File: config.mk
export PLATFORM = sky130hd
export DESIGN_NAME = month_calendar_grid
export DESIGN_NICKNAME = d
export VERILOG_FILES = /design/src/rtl/mcg_pkg.sv /design/src/rtl/mcg_setup.sv /design/src/rtl/month_calendar_grid.sv
export SDC_FILE = /design/constraint.sdc
export NUM_CORES = 1
export LEC_CHECK = 0
export ABC_AREA = 1
export BUFFER_PORTS_ARGS = -buffer_cell sky130_fd_sc_hd__buf_4
export CORE_MARGIN = 2
export CORE_UTILIZATION = 25
export DETAILED_ROUTE_END_ITERATION = 12
export PLACE_DENSITY = 0.49
export SYNTH_ARGS = -nofsm -noshare
export SYNTH_HDL_FRONTEND = slang
export SYNTH_SLANG_ARGS = --single-unit
File: constraint.sdc
create_clock -name i_clk -period 9.04 [get_ports i_clk]
set_input_delay 1.808 -clock i_clk [delete_from_list [all_inputs] [get_ports i_clk]]
set_output_delay 1.808 -clock i_clk [all_outputs]
set_load 0.01 [all_outputs]
File: src/rtl/mcg_pkg.sv
// Shared types, constants and calendar helper functions for the month calendar grid.
package mcg_pkg;

    // Grid geometry: six rows of seven columns.
    localparam int GRID_CELLS = 42;
    localparam int CELL_W     = 6;

    // Cell kinds as carried in the result.
    localparam logic [1:0] KIND_PREV = 2'd0;
    localparam logic [1:0] KIND_CUR  = 2'd1;
    localparam logic [1:0] KIND_NEXT = 2'd2;

    // Accepted calendar range.
    localparam logic [13:0] YEAR_MIN = 14'd1600;
    localparam logic [13:0] YEAR_END = 14'd7000;
    localparam logic [3:0]  MONTH_JAN = 4'd1;
    localparam logic [3:0]  MONTH_FEB = 4'd2;
    localparam logic [3:0]  MONTH_DEC = 4'd12;

    // Reciprocal multipliers for division by 100 and by 7.
    localparam logic [12:0] RECIP_100 = 13'd5243;
    localparam logic [13:0] RECIP_7   = 14'd9363;

    // Everything the cell generator needs for one request.
    typedef struct packed {
        logic              err;
        logic [2:0]        weekday;
        logic [4:0]        cur_len;
        logic [4:0]        prev_len;
        logic              sel_valid;
        logic [CELL_W-1:0] sel_pos;
    } t_grid_setup;

    // Days in the year before the first of month m (non-leap).
    function automatic logic [8:0] f_days_before(input logic [3:0] m);
        logic [8:0] d;
        case (m)
            4'd1:    d = 9'd0;
            4'd2:    d = 9'd31;
            4'd3:    d = 9'd59;
            4'd4:    d = 9'd90;
            4'd5:    d = 9'd120;
            4'd6:    d = 9'd151;
            4'd7:    d = 9'd181;
            4'd8:    d = 9'd212;
            4'd9:    d = 9'd243;
            4'd10:   d = 9'd273;
            4'd11:   d = 9'd304;
            4'd12:   d = 9'd334;
            default: d = 9'd0;
        endcase
        return d;
    endfunction

    // Length of month m; February takes the leap flag into account.
    function automatic logic [4:0] f_month_len(input logic [3:0] m, input logic leap);
        logic [4:0] l;
        case (m) inside
            4'd4, 4'd6, 4'd9, 4'd11: l = 5'd30;
            MONTH_FEB:               l = leap ? 5'd29 : 5'd28;
            default:                 l = 5'd31;
        endcase
        return l;
    endfunction

endpackage

File: src/rtl/mcg_setup.sv
// Date arithmetic pipeline: range check, weekday of the first and month lengths.
module mcg_setup (
    input  logic                 i_clk,
    input  logic                 i_rst_n,
    input  logic                 i_valid,
    output logic                 o_ready,
    input  logic [13:0]          i_year,
    input  logic [3:0]           i_month,
    input  logic [4:0]           i_sel_day,
    output logic                 o_valid,
    input  logic                 i_ready,
    output mcg_pkg::t_grid_setup o_setup
);

    // Stage valids and the ready chain; a stage moves when the next one is free.
    logic r_v1, r_v2, r_v3, r_v4;
    logic w_rdy1, w_rdy2, w_rdy3, w_rdy4;

    assign w_rdy4  = !r_v4 || i_ready;
    assign w_rdy3  = !r_v3 || w_rdy4;
    assign w_rdy2  = !r_v2 || w_rdy3;
    assign w_rdy1  = !r_v1 || w_rdy2;
    assign o_ready = w_rdy1;
    assign o_valid = r_v4;

    // Stage 1: input register.
    logic [13:0] r_year1;
    logic [3:0]  r_month1;
    logic [4:0]  r_sel1;

    // Stage 2: range check and year divided by 100.
    logic [13:0] r_year2;
    logic [3:0]  r_month2;
    logic [4:0]  r_sel2;
    logic [7:0]  r_q2;
    logic        r_err2;
    logic [26:0] w_prod100;
    logic        w_err1;

    assign w_prod100 = {13'd0, r_year1} * {14'd0, mcg_pkg::RECIP_100};
    assign w_err1 = (r_year1 < mcg_pkg::YEAR_MIN) || (r_year1 >= mcg_pkg::YEAR_END) ||
                    (r_month1 < mcg_pkg::MONTH_JAN) || (r_month1 > mcg_pkg::MONTH_DEC);

    // Stage 3: leap year, day count sum and month lengths.
    logic [13:0] r_sum3;
    logic [4:0]  r_sel3;
    logic [4:0]  r_cur3;
    logic [4:0]  r_prev3;
    logic        r_err3;
    logic [13:0] w_rem100;
    logic        w_cent;
    logic        w_leap;
    logic [13:0] w_p;
    logic [7:0]  w_pq;
    logic [13:0] w_sum;
    logic        w_leap_add;

    assign w_rem100   = r_year2 - ({6'd0, r_q2} * 14'd100);
    assign w_cent     = (w_rem100 == 14'd0);
    assign w_leap     = ((r_year2[1:0] == 2'd0) && !w_cent) || (w_cent && (r_q2[1:0] == 2'd0));
    assign w_p        = r_year2 - 14'd1;
    assign w_pq       = r_q2 - {7'd0, w_cent};
    assign w_leap_add = (r_month2 > mcg_pkg::MONTH_FEB) && w_leap;
    assign w_sum      = w_p + (w_p >> 2) - {6'd0, w_pq} + {8'd0, w_pq[7:2]}
                      + {5'd0, mcg_pkg::f_days_before(r_month2)} + 14'd1
                      + {13'd0, w_leap_add};

    // Stage 4: sum modulo 7 gives the weekday; selected cell position follows.
    mcg_pkg::t_grid_setup r_setup4;
    logic [27:0] w_prod7;
    logic [13:0] w_rem7;
    logic [2:0]  w_wd;
    logic [5:0]  w_sel_sum;

    assign w_prod7   = {14'd0, r_sum3} * {14'd0, mcg_pkg::RECIP_7};
    assign w_rem7    = r_sum3 - ({2'd0, w_prod7[27:16]} * 14'd7);
    assign w_wd      = w_rem7[2:0];
    assign w_sel_sum = {3'd0, w_wd} + {1'b0, r_sel3};
    assign o_setup   = r_setup4;

    // Control state.
    always_ff @(posedge i_clk) begin
        if (!i_rst_n) begin
            r_v1 <= 1'b0;
            r_v2 <= 1'b0;
            r_v3 <= 1'b0;
            r_v4 <= 1'b0;
        end else begin
            if (w_rdy1) r_v1 <= i_valid;
            if (w_rdy2) r_v2 <= r_v1;
            if (w_rdy3) r_v3 <= r_v2;
            if (w_rdy4) r_v4 <= r_v3;
        end
    end

    // Payload registers.
    always_ff @(posedge i_clk) begin
        if (w_rdy1) begin
            r_year1  <= i_year;
            r_month1 <= i_month;
            r_sel1   <= i_sel_day;
        end
        if (w_rdy2) begin
            r_year2  <= r_year1;
            r_month2 <= r_month1;
            r_sel2   <= r_sel1;
            r_q2     <= w_prod100[26:19];
            r_err2   <= w_err1;
        end
        if (w_rdy3) begin
            r_sum3  <= w_sum;
            r_sel3  <= r_sel2;
            r_err3  <= r_err2;
            r_cur3  <= (r_month2 == mcg_pkg::MONTH_DEC) ? 5'd31
                                                        : mcg_pkg::f_month_len(r_month2, w_leap);
            r_prev3 <= (r_month2 == mcg_pkg::MONTH_JAN) ? 5'd31
                                                        : mcg_pkg::f_month_len(r_month2 - 4'd1,
                                                                               w_leap);
        end
        if (w_rdy4) begin
            r_setup4.err       <= r_err3;
            r_setup4.weekday   <= w_wd;
            r_setup4.cur_len   <= r_cur3;
            r_setup4.prev_len  <= r_prev3;
            r_setup4.sel_valid <= (w_sel_sum != 6'd0);
            r_setup4.sel_pos   <= w_sel_sum - 6'd1;
        end
    end

endmodule

File: src/rtl/month_calendar_grid.sv
// Top level of the month calendar grid generator.
//
// Usage: a request on the slave stream carries year, month and selected day.
// For a valid request (year 1600..6999, month 1..12) the master stream gives
// 42 cells in row-major order, Sunday first, with tlast on the final cell.
// An out-of-range request gives one result with the error bit and tlast set.
// After a request is accepted, the date arithmetic runs through a four-stage
// register pipeline (input register, divide by 100, day count, modulo 7) into
// the cell counter and then the output register.
// Output: one cell per cycle while the receiver holds tready high; a valid
// request gives 42 cells, an error request one; the cell counter sets this.
// Up to four further requests wait in the pipeline and are taken while a
// grid is still being sent, so grids follow one another without gaps.
// Reset (synchronous, active low) empties the pipeline and the output
// register; no state survives between requests.
// When the receiver holds tready low the output register keeps its cell,
// the cell counter waits, and once the pipeline has filled the request
// side's tready drops.
module month_calendar_grid (
    input  logic        i_clk,
    input  logic        i_rst_n,
    input  logic        i_s_axis_tvalid,
    output logic        o_s_axis_tready,
    input  logic [23:0] i_s_axis_tdata,  // year[13:0], month[17:14], selected_day[22:18]
    output logic        o_m_axis_tvalid,
    input  logic        i_m_axis_tready,
    output logic [15:0] o_m_axis_tdata,  // cell_index[5:0], cell_kind[7:6],
                                         // day_number[12:8], is_selected[13], error[14]
    output logic        o_m_axis_tlast
);

    localparam logic [mcg_pkg::CELL_W-1:0] LAST_CELL = mcg_pkg::CELL_W'(mcg_pkg::GRID_CELLS - 1);

    // Date arithmetic pipeline.
    logic                 w_set_valid;
    logic                 w_set_ready;
    mcg_pkg::t_grid_setup w_setup;

    mcg_setup u_setup (
        .i_clk     (i_clk),
        .i_rst_n   (i_rst_n),
        .i_valid   (i_s_axis_tvalid),
        .o_ready   (o_s_axis_tready),
        .i_year    (i_s_axis_tdata[13:0]),
        .i_month   (i_s_axis_tdata[17:14]),
        .i_sel_day (i_s_axis_tdata[22:18]),
        .o_valid   (w_set_valid),
        .i_ready   (w_set_ready),
        .o_setup   (w_setup)
    );

    // Cell generator state.
    logic                        r_busy;
    logic [mcg_pkg::CELL_W-1:0]  r_cnt;
    mcg_pkg::t_grid_setup        r_grid;

    // Output register.
    logic        r_out_valid;
    logic [15:0] r_out_data;
    logic        r_out_last;

    logic w_out_free, w_fire, w_done;

    assign w_out_free  = !r_out_valid || i_m_axis_tready;
    assign w_fire      = r_busy && w_out_free;
    assign w_done      = w_fire && (r_grid.err || (r_cnt == LAST_CELL));
    assign w_set_ready = !r_busy || w_done;

    // Cell contents for the current counter value.
    logic [5:0] w_cur_end;
    logic [5:0] w_day_prev, w_day_cur, w_day_next;
    logic [1:0] w_kind;
    logic [4:0] w_day;
    logic       w_sel;

    assign w_cur_end  = {3'd0, r_grid.weekday} + {1'b0, r_grid.cur_len};
    assign w_day_prev = {1'b0, r_grid.prev_len} - {3'd0, r_grid.weekday} + r_cnt + 6'd1;
    assign w_day_cur  = r_cnt - {3'd0, r_grid.weekday} + 6'd1;
    assign w_day_next = r_cnt - w_cur_end + 6'd1;
    assign w_sel      = r_grid.sel_valid && (r_grid.sel_pos == r_cnt);

    always_comb begin
        if (r_cnt < {3'd0, r_grid.weekday}) begin
            w_kind = mcg_pkg::KIND_PREV;
            w_day  = w_day_prev[4:0];
        end else if (r_cnt < w_cur_end) begin
            w_kind = mcg_pkg::KIND_CUR;
            w_day  = w_day_cur[4:0];
        end else begin
            w_kind = mcg_pkg::KIND_NEXT;
            w_day  = w_day_next[4:0];
        end
    end

    // Generator and output control.
    always_ff @(posedge i_clk) begin
        if (!i_rst_n) begin
            r_busy      <= 1'b0;
            r_out_valid <= 1'b0;
        end else begin
            if (w_set_ready) begin
                r_busy <= w_set_valid;
            end
            if (w_fire) begin
                r_out_valid <= 1'b1;
            end else if (i_m_axis_tready) begin
                r_out_valid <= 1'b0;
            end
        end
    end

    // Generator payload and output payload.
    always_ff @(posedge i_clk) begin
        if (w_set_ready && w_set_valid) begin
            r_grid <= w_setup;
            r_cnt  <= '0;
        end else if (w_fire) begin
            r_cnt <= r_cnt + 6'd1;
        end
        if (w_fire) begin
            if (r_grid.err) begin
                r_out_data <= {1'b0, 1'b1, 14'd0};
                r_out_last <= 1'b1;
            end else begin
                r_out_data <= {1'b0, 1'b0, w_sel, w_day, w_kind, r_cnt};
                r_out_last <= (r_cnt == LAST_CELL);
            end
        end
    end

    assign o_m_axis_tvalid = r_out_valid;
    assign o_m_axis_tdata  = r_out_data;
    assign o_m_axis_tlast  = r_out_last;

    // A grid ends on its final cell.
    a_last_cell: assert property (@(posedge i_clk) disable iff (!i_rst_n)
        (o_m_axis_tvalid && o_m_axis_tlast && !o_m_axis_tdata[14])
        |-> (o_m_axis_tdata[5:0] == LAST_CELL))
        else $error("grid ended before its final cell");

    // An error result is a single result with empty cell fields.
    a_err_result: assert property (@(posedge i_clk) disable iff (!i_rst_n)
        (o_m_axis_tvalid && o_m_axis_tdata[14])
        |-> (o_m_axis_tlast && (o_m_axis_tdata[13:0] == 14'd0)))
        else $error("error result malformed");

    // Cells of a grid follow one another without gaps.
    a_cell_seq: assert property (@(posedge i_clk) disable iff (!i_rst_n)
        (o_m_axis_tvalid && i_m_axis_tready && !o_m_axis_tlast)
        |=> (o_m_axis_tvalid &&
             (o_m_axis_tdata[5:0] == ($past(o_m_axis_tdata[5:0]) + 6'd1))))
        else $error("grid cell sequence broken");

    // The counter never runs past the grid.
    a_cnt_range: assert property (@(posedge i_clk) disable iff (!i_rst_n)
        r_busy |-> (r_cnt <= LAST_CELL))
        else $error("cell counter out of range");

endmodule
==> metrics <==
status=finished clean; CTS tree=yes; DRT Pass-1 Iters=4; final setup fails=0; Worst R2R Path Depth=36; antenna violations before repair=0; most frequent cell after synthesis=inv_1; CTS buffer count=17; H-tree level count=4; first-pass GRT wire length=52.3 mm; Unique masters post-synth=51; Mapped Area=15100 um2; total core area=59200 um2; Synth area leader=edfxtp_1; Root Driver=clkbuf_16; # rows=89; WHS=about 420 ps; family with the most delay on the worst path=adder cells; Die H=249 um; Fin. Hold Viols=0; Hold Path Stages=0; share of layout cells above drive strength 1=6.32%; MaxCap Viol Count=0; Routed wire per std cell=12.9 um; hold crit path type=flop to flop; Fmax=~120 MHz; Detail Placement HPWL=around 27 mm; Top Ports=47; Levels on crit path=36; DIE AREA=62200 um2; worst r2r src=u_setup.r_q2[4]$_DFFE_PN_; layout net count=2084; Skew-Pair Late Insertion Delay=460 ps; synth top area cells=edfxtp_1 (25%), ha_1 (24%), fa_1 (16%), inv_1 (9.0%), nand2_1 (5.7%); yosys synthesis warning count=0; Critical Path Start=u_setup.r_q2[4]$_DFFE_PN_; syn_nets=2021; Critical Path Start Type=flop; n_diodes=0; Max Slew Vio Count=0; ys async rst share=0%; # DRC=0; Setup CP Type=flop to flop; Worst EP required=just over 9000 ps; largest stage delay on the critical path=510 ps; Synth top cells by count=inv_1 (361), ha_1 (288), nand2_1 (230), edfxtp_1 (125), fa_1 (119); vias in the first global route=10626; drt total wl=31.5 mm; pin count of the biggest net entering global routing=38; cts hold-fix bufs=0; Post-Syn Area per Cell=about 9.5 um2; antenna-violating nets left=0; Sink Count=146; GPL Wtd Cong=0.832; Congestion Overflow GR=0; CP max stage cell=fa_1; Critical Path End=u_setup.r_sum3[10]$_DFFE_PP_; Post-CTS Setup Bufs=0; IO Port Bufs=between 40 and 50; WP buf/inv=5; routed vias/inst=4.18; routed via count=about 10000; Max clock buf depth=2; Fin Setup TNS=0 ps; Die Span X=249 um; Crit Path Max Fanout=5; FF+latch count, synth=between 100 and 150; Initial Utilization=25.4%; aggregate global-route resource usage=10.5%; sequential element share of the synthesized area=between 20% and 30%; post-synthesis cell count=roughly 1600; CP endpoint kind=flop; period utilisation layout=90.2%; most repeated library cell on the critical path=ha_1; Post-synth EDFFs=125; Worst slew margin=a little over a quarter; HP Start=u_setup.r_sel2[3]$_DFFE_PN_; RSZ-0062 raised after global routing=false; Worst R2R End=u_setup.r_sum3[10]$_DFFE_PP_; post-route minimum period=roughly 8000 ps; clock skew=14.9 ps; post-CTS sizing=0; Worst-path clk slew=70 ps; Initial DRC Count=around 340; Synth Flop Type=edfxtp_1; Syn-to-layout area delta=12.5%; Synth top area share=24.9%; Placed Cells=between 2000 and 2500; non-filler instance count after layout=~2400; Worst R2R Setup Slack=880 ps; worst slew pin tran=between 1000 and 1500 ps; crit path DAT=about 8400 ps
[state kept, by name, summed over array words and instances (netlist names), 2 cells and up, named ones only]
| name | count |
|---|---|
| o_m_axis_tdata | 15 |
| r_cnt | 6 |
| r_grid | 15 |
| u_setup.o_setup | 15 |
| u_setup.r_cur3 | 2 |
| u_setup.r_month1 | 4 |
| u_setup.r_month2 | 4 |
| u_setup.r_prev3 | 2 |
| u_setup.r_q2 | 8 |
| u_setup.r_sel1 | 5 |
| u_setup.r_sel2 | 5 |
| u_setup.r_sel3 | 5 |
| u_setup.r_sum3 | 14 |
| u_setup.r_year1 | 14 |
| u_setup.r_year2 | 14 |
[how the worst min path moves through the flow]
| stage | to | slack (ps) |
|---|---|---|
| floorplan | r_grid[0]$_DFFE_PP_ | 400 |
| global placement | r_grid[0]$_DFFE_PP_ | 400 |
| detailed placement | r_grid[13]$_DFFE_PP_ | 400 |
| CTS | r_grid[17]$_DFFE_PP_ | 420 |
| global route | r_grid[18]$_DFFE_PP_ | 420 |
| finish | u_setup.r_sel3[3]$_DFFE_PP_ | 420 |
[per-stage QoR]
| step | instance area [um2] | utilization (%) | setup slack (ps) |
|---|---|---|---|
| finish | 16900 | 28.6 | 882 |
| floorplan | 15100 | - | 2020 |
| global route | 16900 | 28.6 | 298 |
| detailed placement | 16400 | 27.6 | 911 |
| CTS | 16900 | 28.6 | 880 |
| global placement | 16400 | 27.6 | 1010 |
[final cells by class]
cell class | count | area [um2]
inverters | 366 | 1380
clock buffers | 18 | 439
fillers | 6284 | 42300
multi-input cells | 1072 | 9490
flip-flops and latches | 146 | 4170
clock inverters | 14 | 139
well taps | 773 | 967
repair buffers | 46 | 345
[placed cells by master, fill, tap and decap left out, drive strengths merged, types with 2 or more instances in the layout]
master	instances
inv	373
ha	288
nand2	237
edfxtp	125
fa	119
nor2	98
a21oi	71
xor2	55
nand3	51
buf	46
o21ai	38
xnor2	30
dfxtp	21
clkbuf	18
a21o	12
nand4	11
nor3	10
a31oi	10
o21bai	8
clkinv	6
o211ai	4
nand3b	4
o2111ai	4
or2	4
nor4	3
o221ai	2
a211oi	2
o311ai	2
[per-layer routing]
| metal | GRT usage (%) | vias to the layer above | wire length [um] |
|---|---|---|---|
| met5 | 0 | - | 0 |
| met4 | 3.18 | 0 | 529 |
| met3 | 1.81 | 36 | 767 |
| met2 | 19.0 | 112 | 15700 |
| met1 | 12.7 | 4785 | 14500 |
| li1 | - | 5245 | - |
[logic make-up after synthesis]
logic type,after synthesis,share of synthesized area [%]
AND/OR/NAND/NOR,419,11.8
XOR/XNOR,85,5.05
other,1,0.0249
adder cells (fa/ha/maj),407,39.8
AO/OA/AOI/OAI,160,6.41
buffers and inverters,368,9.25
flip-flops,146,27.7
Power is left out: the tool's default activity adds up to more than one toggle a clock period on the data nets, which glitch-free logic cannot reach.
